### config.mk
export PLATFORM = sky130hd
export DESIGN_NAME = one_wire_temp_sensor_reader
export DESIGN_NICKNAME = d
export VERILOG_FILES = /design/src/design/owtr_pkg.sv /design/src/design/owtr_seq.sv /design/src/design/one_wire_temp_sensor_reader.sv
export VERILOG_INCLUDE_DIRS = /design/src /design/src/design
export SDC_FILE = /design/constraint.sdc
export NUM_CORES = 1
export LEC_CHECK = 0
export ABC_CLOCK_PERIOD_IN_PS = 9600
export BUFFER_PORTS_ARGS = -buffer_cell sky130_fd_sc_hd__buf_2
export CAP_MARGIN = 40
export CORE_MARGIN = 4
export CORE_UTILIZATION = 50
export DETAILED_ROUTE_END_ITERATION = 6
export MAX_ROUTING_LAYER = met4
export PLACE_DENSITY = 0.69
export REMOVE_ABC_BUFFERS = 1
export SYNTH_ARGS = -nofsm -noshare
export SYNTH_HDL_FRONTEND = slang
export SYNTH_SLANG_ARGS = --single-unit
### constraint.sdc
create_clock -name clk -period 9.6 [get_ports clk]
set_input_delay 2.4 -clock clk [delete_from_list [all_inputs] [get_ports clk]]
set_output_delay 2.4 -clock clk [all_outputs]
set_load 0.005 [all_outputs]
### src/design/one_wire_temp_sensor_reader_defines.svh
// Assertion helpers for the top-level design file.
`ifndef ONE_WIRE_TEMP_SENSOR_READER_DEFINES_SVH
`define ONE_WIRE_TEMP_SENSOR_READER_DEFINES_SVH

// The consequent must hold in the same cycle as the antecedent.
`define OWTR_ASSERT_NOW(label, ante, cons, msg) \
    label: assert property (@(posedge clk) disable iff (!rst_n) (ante) |-> (cons)) \
        else $error(msg);

// The consequent must hold in the cycle after the antecedent.
`define OWTR_ASSERT_NEXT(label, ante, cons, msg) \
    label: assert property (@(posedge clk) disable iff (!rst_n) (ante) |=> (cons)) \
        else $error(msg);

`endif

### src/design/owtr_pkg.sv
`timescale 1ns / 1ps

package owtr_pkg;

    localparam int TIMER_WIDTH_DEF = 10;
    localparam int BYTE_BITS       = 8;
    localparam int CFG_REGS        = 8;
    localparam int APB_ADDR_W      = 5;
    localparam int APB_DATA_W      = 32;

    // Request codes carried by req_type.
    localparam logic [1:0] REQ_TICK    = 2'd0;
    localparam logic [1:0] REQ_CONVERT = 2'd1;
    localparam logic [1:0] REQ_READ    = 2'd2;

    // Sensor command bytes.
    localparam logic [BYTE_BITS-1:0] CMD_SKIP_ROM = 8'hCC;
    localparam logic [BYTE_BITS-1:0] CMD_CONVERT  = 8'h44;
    localparam logic [BYTE_BITS-1:0] CMD_READ_PAD = 8'hBE;

    // Register indexes on the configuration port.
    localparam logic [2:0] REG_RESET_LOW_TIME   = 3'd0;
    localparam logic [2:0] REG_PRESENCE_WAIT    = 3'd1;
    localparam logic [2:0] REG_RESET_TAIL       = 3'd2;
    localparam logic [2:0] REG_SLOT_START       = 3'd3;
    localparam logic [2:0] REG_READ_SAMPLE_WAIT = 3'd4;
    localparam logic [2:0] REG_READ_TAIL        = 3'd5;
    localparam logic [2:0] REG_WRITE_SLOT       = 3'd6;
    localparam logic [2:0] REG_WRITE_GAP        = 3'd7;

    typedef struct packed {
        logic [9:0] reset_low_time;
        logic [9:0] presence_wait;
        logic [9:0] reset_tail;
        logic [3:0] slot_start;
        logic [3:0] read_sample_wait;
        logic [9:0] read_tail;
        logic [9:0] write_slot;
        logic [3:0] write_gap;
    } cfg_t;

    localparam cfg_t CFG_RESET = '{
        reset_low_time:   10'd870,
        presence_wait:    10'd80,
        reset_tail:       10'd400,
        slot_start:       4'd2,
        read_sample_wait: 4'd6,
        read_tail:        10'd52,
        write_slot:       10'd63,
        write_gap:        4'd2
    };

    typedef struct packed {
        logic       drive_low;
        logic       busy_res;
        logic       done_res;
        logic       ok;
        logic       req_rejected;
        logic [3:0] temp_fraction;
        logic [7:0] temp_integer;
    } res_t;

endpackage

### src/design/owtr_seq.sv
`timescale 1ns / 1ps

// Bus sequencer: holds the one-wire state and works out, from the state and the
// item being accepted, both the next state and the result of that item.
module owtr_seq #(
    parameter int TIMER_WIDTH = owtr_pkg::TIMER_WIDTH_DEF
) (
    input  logic               clk,
    input  logic               rst_n,
    input  logic               fire,
    input  logic [1:0]         req_type,
    input  logic               line_level,
    input  owtr_pkg::cfg_t     cfg,
    output owtr_pkg::res_t     res
);

    localparam logic [3:0] PH_IDLE     = 4'd0;
    localparam logic [3:0] PH_RST_LOW  = 4'd1;
    localparam logic [3:0] PH_RST_WAIT = 4'd2;
    localparam logic [3:0] PH_RST_TAIL = 4'd3;
    localparam logic [3:0] PH_WR_LOW   = 4'd4;
    localparam logic [3:0] PH_WR_HIGH  = 4'd5;
    localparam logic [3:0] PH_RD_LOW   = 4'd6;
    localparam logic [3:0] PH_RD_WAIT  = 4'd7;
    localparam logic [3:0] PH_RD_TAIL  = 4'd8;

    localparam int BB = owtr_pkg::BYTE_BITS;
    localparam logic [2:0] LAST_BIT = 3'(BB - 1);

    logic [3:0]             phase_reg, phase_next;
    logic [TIMER_WIDTH-1:0] tick_reg, tick_next;
    logic [2:0]             bit_reg, bit_next;
    logic [BB-1:0]          shifter_reg, shifter_next;
    logic [1:0]             byte_step_reg, byte_step_next;
    logic [BB-1:0]          low_byte_reg, low_byte_next;
    logic                   is_read_reg, is_read_next;
    logic                   presence_reg, presence_next;
    logic [3:0]             frac_reg, frac_next;
    logic [7:0]             int_reg, int_next;

    logic [9:0]             dur_sel;
    logic [TIMER_WIDTH-1:0] dur;
    logic [TIMER_WIDTH:0]   tick_inc;
    logic                   over;
    logic                   byte_done;
    logic [2:0]             bit_adv;
    logic                   done;
    logic                   rejected;
    logic                   cur_bit;

    assign cur_bit = shifter_reg[0];

    // Length of the phase in progress, cut to TIMER_WIDTH bits; the timer returns to zero at each phase end.
    always_comb
    begin
        unique case (phase_reg)
            PH_RST_LOW:  dur_sel = cfg.reset_low_time;
            PH_RST_WAIT: dur_sel = cfg.presence_wait;
            PH_RST_TAIL: dur_sel = cfg.reset_tail;
            PH_WR_LOW:   dur_sel = cur_bit ? 10'(cfg.slot_start) : cfg.write_slot;
            PH_WR_HIGH:  dur_sel = cur_bit ? cfg.write_slot : 10'(cfg.write_gap);
            PH_RD_LOW:   dur_sel = 10'(cfg.slot_start);
            PH_RD_WAIT:  dur_sel = 10'(cfg.read_sample_wait);
            PH_RD_TAIL:  dur_sel = cfg.read_tail;
            default:     dur_sel = '0;
        endcase
    end

    assign dur       = TIMER_WIDTH'(dur_sel);
    assign tick_inc  = {1'b0, tick_reg} + (TIMER_WIDTH + 1)'(1);
    assign over      = tick_inc >= {1'b0, dur};
    assign byte_done = bit_reg >= LAST_BIT;
    assign bit_adv   = byte_done ? 3'd0 : bit_reg + 3'd1;

    always_comb
    begin
        phase_next     = phase_reg;
        tick_next      = tick_reg;
        bit_next       = bit_reg;
        shifter_next   = shifter_reg;
        byte_step_next = byte_step_reg;
        low_byte_next  = low_byte_reg;
        is_read_next   = is_read_reg;
        presence_next  = presence_reg;
        frac_next      = frac_reg;
        int_next       = int_reg;
        done           = 1'b0;
        rejected       = 1'b0;

        if (req_type == owtr_pkg::REQ_TICK)
        begin
            if (!over)
            begin
                tick_next = tick_inc[TIMER_WIDTH-1:0];
            end
            else
            begin
                tick_next = '0;
                unique case (phase_reg)
                    PH_RST_LOW:
                    begin
                        phase_next = PH_RST_WAIT;
                    end
                    PH_RST_WAIT:
                    begin
                        presence_next = !line_level;
                        phase_next    = PH_RST_TAIL;
                    end
                    PH_RST_TAIL:
                    begin
                        if (!presence_reg)
                        begin
                            frac_next  = '0;
                            int_next   = '0;
                            phase_next = PH_IDLE;
                            done       = 1'b1;
                        end
                        else
                        begin
                            shifter_next   = owtr_pkg::CMD_SKIP_ROM;
                            bit_next       = '0;
                            byte_step_next = 2'd0;
                            phase_next     = PH_WR_LOW;
                        end
                    end
                    PH_WR_LOW:
                    begin
                        phase_next = PH_WR_HIGH;
                    end
                    PH_WR_HIGH:
                    begin
                        shifter_next = shifter_reg >> 1;
                        bit_next     = bit_adv;
                        if (!byte_done)
                        begin
                            phase_next = PH_WR_LOW;
                        end
                        else if (byte_step_reg == 2'd0)
                        begin
                            // Second command byte depends on the request.
                            byte_step_next = 2'd1;
                            shifter_next   = is_read_reg ? owtr_pkg::CMD_READ_PAD
                                                         : owtr_pkg::CMD_CONVERT;
                            phase_next     = PH_WR_LOW;
                        end
                        else if (!is_read_reg)
                        begin
                            phase_next = PH_IDLE;
                            done       = 1'b1;
                        end
                        else
                        begin
                            byte_step_next = 2'd2;
                            shifter_next   = '0;
                            phase_next     = PH_RD_LOW;
                        end
                    end
                    PH_RD_LOW:
                    begin
                        phase_next = PH_RD_WAIT;
                    end
                    PH_RD_WAIT:
                    begin
                        // Bits arrive least significant first.
                        shifter_next = {line_level, shifter_reg[BB-1:1]};
                        phase_next   = PH_RD_TAIL;
                    end
                    PH_RD_TAIL:
                    begin
                        bit_next = bit_adv;
                        if (!byte_done)
                        begin
                            phase_next = PH_RD_LOW;
                        end
                        else if (byte_step_reg == 2'd2)
                        begin
                            low_byte_next  = shifter_reg;
                            byte_step_next = 2'd3;
                            shifter_next   = '0;
                            phase_next     = PH_RD_LOW;
                        end
                        else
                        begin
                            frac_next  = low_byte_reg[3:0];
                            int_next   = {shifter_reg[3:0], low_byte_reg[7:4]};
                            phase_next = PH_IDLE;
                            done       = 1'b1;
                        end
                    end
                    default:
                    begin
                        // An idle tick leaves everything as it is.
                        tick_next = tick_reg;
                    end
                endcase
            end
        end
        else if (req_type == owtr_pkg::REQ_CONVERT || req_type == owtr_pkg::REQ_READ)
        begin
            if (phase_reg != PH_IDLE)
            begin
                rejected = 1'b1;
            end
            else
            begin
                is_read_next   = req_type == owtr_pkg::REQ_READ;
                presence_next  = 1'b0;
                bit_next       = '0;
                byte_step_next = 2'd0;
                shifter_next   = '0;
                phase_next     = PH_RST_LOW;
                tick_next      = '0;
            end
        end
    end

    always_comb
    begin
        res.drive_low     = phase_next == PH_RST_LOW || phase_next == PH_WR_LOW
                            || phase_next == PH_RD_LOW;
        res.busy_res      = phase_next != PH_IDLE;
        res.done_res      = done;
        res.ok            = presence_next;
        res.req_rejected  = rejected;
        res.temp_fraction = frac_next;
        res.temp_integer  = int_next;
    end

    always_ff @(posedge clk or negedge rst_n)
    begin
        if (!rst_n)
        begin
            phase_reg     <= PH_IDLE;
            tick_reg      <= '0;
            bit_reg       <= '0;
            shifter_reg   <= '0;
            byte_step_reg <= '0;
            low_byte_reg  <= '0;
            is_read_reg   <= 1'b0;
            presence_reg  <= 1'b0;
            frac_reg      <= '0;
            int_reg       <= '0;
        end
        else if (fire)
        begin
            phase_reg     <= phase_next;
            tick_reg      <= tick_next;
            bit_reg       <= bit_next;
            shifter_reg   <= shifter_next;
            byte_step_reg <= byte_step_next;
            low_byte_reg  <= low_byte_next;
            is_read_reg   <= is_read_next;
            presence_reg  <= presence_next;
            frac_reg      <= frac_next;
            int_reg       <= int_next;
        end
    end

endmodule

### src/design/one_wire_temp_sensor_reader.sv
`timescale 1ns / 1ps

// Channel   Handshake              Payload
// -------   --------------------   -------------------------------------------------
// input     in_valid / in_ready    req_type, line_level
// output    out_valid / out_ready  drive_low, busy_res, done_res, ok, req_rejected,
//                                  temp_fraction, temp_integer
// config    psel/penable/pwrite    paddr, pwdata, prdata, pready
//
// Every item (tick or request) is taken when in_valid and in_ready are both high,
// and its result is registered; a new item can be taken in every cycle that in_ready is high.
// The result goes through an output register backed by a skid register, so
// in_ready only drops when both hold results that out_ready has not taken.
// Reset returns the sequencer to idle, empties the output stage and loads the
// timing registers with their defaults.
`include "one_wire_temp_sensor_reader_defines.svh"

module one_wire_temp_sensor_reader #(
    parameter int TIMER_WIDTH = owtr_pkg::TIMER_WIDTH_DEF
) (
    input  logic                            clk,
    input  logic                            rst_n,

    input  logic                            in_valid,
    output logic                            in_ready,
    input  logic [1:0]                      req_type,
    input  logic                            line_level,

    output logic                            out_valid,
    input  logic                            out_ready,
    output logic                            drive_low,
    output logic                            busy_res,
    output logic                            done_res,
    output logic                            ok,
    output logic                            req_rejected,
    output logic [3:0]                      temp_fraction,
    output logic [7:0]                      temp_integer,

    input  logic                            psel,
    input  logic                            penable,
    input  logic                            pwrite,
    input  logic [owtr_pkg::APB_ADDR_W-1:0] paddr,
    input  logic [owtr_pkg::APB_DATA_W-1:0] pwdata,
    output logic [owtr_pkg::APB_DATA_W-1:0] prdata,
    output logic                            pready
);

    owtr_pkg::cfg_t cfg_reg, cfg_next;
    owtr_pkg::res_t new_res;
    owtr_pkg::res_t out_res_reg, out_res_next;
    owtr_pkg::res_t skid_res_reg, skid_res_next;
    logic           out_valid_reg, out_valid_next;
    logic           skid_valid_reg, skid_valid_next;
    logic           in_fire;
    logic           cfg_write;
    logic [2:0]     reg_index;

    // Configuration port
    assign pready    = 1'b1;
    assign cfg_write = psel && penable && pwrite;
    assign reg_index = paddr[owtr_pkg::APB_ADDR_W-1:2];

    always_comb
    begin
        cfg_next = cfg_reg;
        if (cfg_write)
        begin
            unique case (reg_index)
                owtr_pkg::REG_RESET_LOW_TIME:   cfg_next.reset_low_time   = pwdata[9:0];
                owtr_pkg::REG_PRESENCE_WAIT:    cfg_next.presence_wait    = pwdata[9:0];
                owtr_pkg::REG_RESET_TAIL:       cfg_next.reset_tail       = pwdata[9:0];
                owtr_pkg::REG_SLOT_START:       cfg_next.slot_start       = pwdata[3:0];
                owtr_pkg::REG_READ_SAMPLE_WAIT: cfg_next.read_sample_wait = pwdata[3:0];
                owtr_pkg::REG_READ_TAIL:        cfg_next.read_tail        = pwdata[9:0];
                owtr_pkg::REG_WRITE_SLOT:       cfg_next.write_slot       = pwdata[9:0];
                owtr_pkg::REG_WRITE_GAP:        cfg_next.write_gap        = pwdata[3:0];
                default:                        cfg_next                  = cfg_reg;
            endcase
        end
    end

    always_comb
    begin
        unique case (reg_index)
            owtr_pkg::REG_RESET_LOW_TIME:   prdata = 32'(cfg_reg.reset_low_time);
            owtr_pkg::REG_PRESENCE_WAIT:    prdata = 32'(cfg_reg.presence_wait);
            owtr_pkg::REG_RESET_TAIL:       prdata = 32'(cfg_reg.reset_tail);
            owtr_pkg::REG_SLOT_START:       prdata = 32'(cfg_reg.slot_start);
            owtr_pkg::REG_READ_SAMPLE_WAIT: prdata = 32'(cfg_reg.read_sample_wait);
            owtr_pkg::REG_READ_TAIL:        prdata = 32'(cfg_reg.read_tail);
            owtr_pkg::REG_WRITE_SLOT:       prdata = 32'(cfg_reg.write_slot);
            owtr_pkg::REG_WRITE_GAP:        prdata = 32'(cfg_reg.write_gap);
            default:                        prdata = '0;
        endcase
    end

    always_ff @(posedge clk or negedge rst_n)
    begin
        if (!rst_n)
        begin
            cfg_reg <= owtr_pkg::CFG_RESET;
        end
        else
        begin
            cfg_reg <= cfg_next;
        end
    end

    // Sequencer
    assign in_ready = !skid_valid_reg;
    assign in_fire  = in_valid && in_ready;

    owtr_seq #(
        .TIMER_WIDTH (TIMER_WIDTH)
    ) u_seq (
        .clk        (clk),
        .rst_n      (rst_n),
        .fire       (in_fire),
        .req_type   (req_type),
        .line_level (line_level),
        .cfg        (cfg_reg),
        .res        (new_res)
    );

    // Output register with skid register behind it.
    always_comb
    begin
        out_valid_next  = out_valid_reg;
        skid_valid_next = skid_valid_reg;
        out_res_next    = out_res_reg;
        skid_res_next   = skid_res_reg;
        if (!out_valid_reg || out_ready)
        begin
            if (skid_valid_reg)
            begin
                out_valid_next  = 1'b1;
                out_res_next    = skid_res_reg;
                skid_valid_next = 1'b0;
            end
            else
            begin
                out_valid_next = in_fire;
                out_res_next   = new_res;
            end
        end
        else if (in_fire)
        begin
            skid_valid_next = 1'b1;
            skid_res_next   = new_res;
        end
    end

    always_ff @(posedge clk or negedge rst_n)
    begin
        if (!rst_n)
        begin
            out_valid_reg  <= 1'b0;
            skid_valid_reg <= 1'b0;
        end
        else
        begin
            out_valid_reg  <= out_valid_next;
            skid_valid_reg <= skid_valid_next;
        end
    end

    always_ff @(posedge clk)
    begin
        out_res_reg  <= out_res_next;
        skid_res_reg <= skid_res_next;
    end

    assign out_valid     = out_valid_reg;
    assign drive_low     = out_res_reg.drive_low;
    assign busy_res      = out_res_reg.busy_res;
    assign done_res      = out_res_reg.done_res;
    assign ok            = out_res_reg.ok;
    assign req_rejected  = out_res_reg.req_rejected;
    assign temp_fraction = out_res_reg.temp_fraction;
    assign temp_integer  = out_res_reg.temp_integer;

    // Checks
    `OWTR_ASSERT_NOW(a_skid_behind_out, skid_valid_reg, out_valid_reg,
        "skid register holds a result while the output register is empty")
    `OWTR_ASSERT_NEXT(a_transfer_gives_result, in_fire, out_valid_reg,
        "accepted transfer left no result in the output register")
    `OWTR_ASSERT_NOW(a_drive_only_when_busy, out_valid_reg && out_res_reg.drive_low,
        out_res_reg.busy_res, "bus driven low outside a sequence")
    `OWTR_ASSERT_NOW(a_done_ends_sequence, out_valid_reg && out_res_reg.done_res,
        !out_res_reg.busy_res && !out_res_reg.req_rejected,
        "sequence reported done while still busy or rejecting")

endmodule
==> qor.yml <==
outcome:
  outcome: "finished with violations"
  violations: "DRC"
floorplanning:
  ios: 99
  die-area_sq_um: 18100
  initial_core_util: 0.518
  core_sq_um: 15400
  die_h_um: 134
  row_count: 45
  die_width_um: 134
critical_path:
  worstPathMaxFanout: 25
  reg2reg_depth: 13
  arrival_ns: 4.01
  criticalPathCategory: "primary input to output port"
  crit_start: "paddr[3]"
  critPathCaptureType: "output port"
  regToRegSetupSlack_ns: 4.73
  start_kind: "primary input"
  reg2reg_to: "drive_low"
  crit_end: "prdata[3]"
  required_ns: 7.20
  r2r_start: "u_seq.phase_reg[3]"
global_route:
  grt_overflow_total: 0
  grt_pass1_wl_mm: 31.6
  grt_max_degree: 64
  globalRouteTotalUtil: 0.228
  grt_pass1_vias: 5986
  antenna_found_initial: 0
cells_and_area:
  syn2layout_area_growth_pct: 12.7
  fillers: 1305
  final_area_sq_um: 9010
  final_nets: 822
  fin_cells: 984
  largest_reg_flops: 62
  drive_gt1_frac: 0.317
logic_synthesis:
  ys_seq_area_frac: 0.485
  syn_area_per_cell_sq_um: 11.2
  synthCells: 715
  synth_warnings: 0
  synth_top_area_share: 0.279
  synth_top_area_cell: "dfrtp_1"
  synth.area.top_cells: "dfrtp_1 (28%), mux2_2 (15%), edfxtp_1 (13%)"
  ys_ff_latch: 147
  synth-edff-count: 34
  netlist_area_sq_um: 7990
  async_flop_share: 0.769
  yosysUniqueCellTypes: 73
  synth_ff_type: "dfrtp_1"
placement:
  portBuffers: 51
  dp_hpwl_mm: 13.6
  gp_congestion: 0.926
  placed_cells: 951
  placed_area_sq_um: 8400
timing:
  finClkSkew_ns: 0.0117
  slew_headroom: 0.423
  drv_slew: 0
  finalHoldViolations: 0
  max_freq_mhz: 156
  finalSetupViolations: 0
  min_period_over_period: 0.668
  finalCriticalPeriod_ns: 6.41
  tightest_slew_ns: 0.864
  hold_ws_ns: 0.504
  rsz0062_at_grt: "no"
  tns_ns: 0
run:
  drv_cap: 0
cts:
  post_cts_resize_count: 0
  cts.reportedPaths.clkPinSlew_ns: 0.07
  clkSinkCount: 147
  cts_tree: "yes"
  clockRootBuffer: "clkbuf_16"
  hold_buffers: 0
  clk_latency_ns: 0.43
  h-tree-depth: 4
  clock_path_buffers: 2
  cts_buffers: 17
  cts_setup_buffers: 0
drt:
  vias: 5905
  drc: 1
  wl_mm: 19.4
  antenna_left: 0
  vias_per_cell: 6.00
  post_drt_wl_per_cell_um: 19.7
  dr.pass1.iters: 7
  drt_first_iter_violations: 467
hold_path:
  hold_path_depth: 1
  worstHoldPathType: "flip-flop to flip-flop"
pwr:
  powerDensity_nw_per_um2: 224
  power_leakage_nw: 3.91
  peakVddDrop_uv: 144
-- cell usage in the layout (no fill, tap or decap), types with 3 or more instances in the layout --
cell and count:
mux2_2 104, dfrtp_1 89, nand2_1 57, buf_2 50
nor2_1 49, edfxtp_1 34, a21oi_1 32, a22o_1 27
dfstp_2 24, conb_1 23, o21ai_0 22, clkbuf_16 17
mux2i_1 16, ha_1 16, inv_1 14, nand3_1 14
nand2b_1 12, a22oi_1 12, a221oi_1 11, buf_4 10
xnor2_1 9, a31oi_1 7, o22ai_1 6, nor3_1 6
nor2b_1 6, o221ai_1 5, inv_6 5, buf_6 5
a222oi_1 4, or3_1 4, and3_1 4, nand4_1 4
inv_8 4, nor3_2 3, and2_0 3, a21o_1 3
o21ai_2 3, o2bb2ai_1 3, clkinv_8 3
-- area by class of cell --
cell class	count	area, sq um	area share
Clock buffer	17	425	0.0472
Inverter	16	60.1	0.00667
Sequential cell	147	3880	0.431
Clock inverter	15	184	0.0204
Timing Repair Buffer	65	382	0.0424
Antenna cell	1	2.50	0.000278
Multi-Input combinational cell	512	3810	0.423
Tap cell	211	264	0.0293
-- worst min-delay path by stage --
stage                              endpoint         startpoint  slack, ns
final                      u_seq.int_reg[5]   u_seq.int_reg[5]       0.50
after detailed placement   u_seq.int_reg[0]   u_seq.int_reg[0]       0.48
after global routing       u_seq.int_reg[2]   u_seq.int_reg[2]       0.52
after CTS                  u_seq.int_reg[5]   u_seq.int_reg[5]       0.51
after floorplan           u_seq.frac_reg[0]  u_seq.frac_reg[0]       0.47
after global placement     u_seq.int_reg[6]   u_seq.int_reg[6]       0.48
-- cell usage after synthesis, types with 11 or more instances --
master	n
mux2_2	104
dfrtp_1	89
nand2_1	57
nor2_1	49
edfxtp_1	34
a21oi_1	32
a22o_1	27
buf_4	24
clkbuf_1	24
dfstp_2	24
o21ai_0	22
ha_1	16
mux2i_1	16
inv_1	14
nand3_1	14
a22oi_1	12
nand2b_1	12
a221oi_1	11
-- stage by stage --
step,power (W),utilization,setup slack (ns)
after floorplan,0.00116,-,4.07
after global placement,0.00132,0.540,3.21
after detailed placement,0.00134,0.544,3.21
after CTS,0.00202,0.584,3.21
after global routing,0.00212,0.584,3.01
final,0.00201,0.584,3.19
-- critical path, cell delays in order --
cell,delay (ns)
buf_2,0.42
nand2b_1,0.41
o22ai_1,0.13
nand2_1,0.07
o21ai_0,0.11
a221oi_1,0.23
nor2_1,0.10
buf_2,0.14
-- layer usage --
layer	GRT usage	vias to the layer above	part of all wire
met4	0.0843	0	0.025
li1	-	2699	-
met2	0.369	237	0.49
met3	0.0465	39	0.059
met1	0.285	2930	0.42
met5	-	-	0
-- logic make-up after synthesis --
family | Yosys count | share of synthesized area
AOI/OAI and AO/OA | 159 | 0.144
adders and majority gates | 16 | 0.0251
other | 2 | 0.000940
xor gates and xnor gates | 11 | 0.0121
and+or+nand+nor | 181 | 0.112
muxes | 122 | 0.172
DFF | 147 | 0.485
buffers and inverters | 77 | 0.0488
-- power by group --
part / internal, W / switching [W]
clock: 0.000374 / 0.000301
sequential: 0.000749 / 0.0000843
combinational: 0.000219 / 0.000287
No activity file was read; power rests on OpenSTA's default activity.
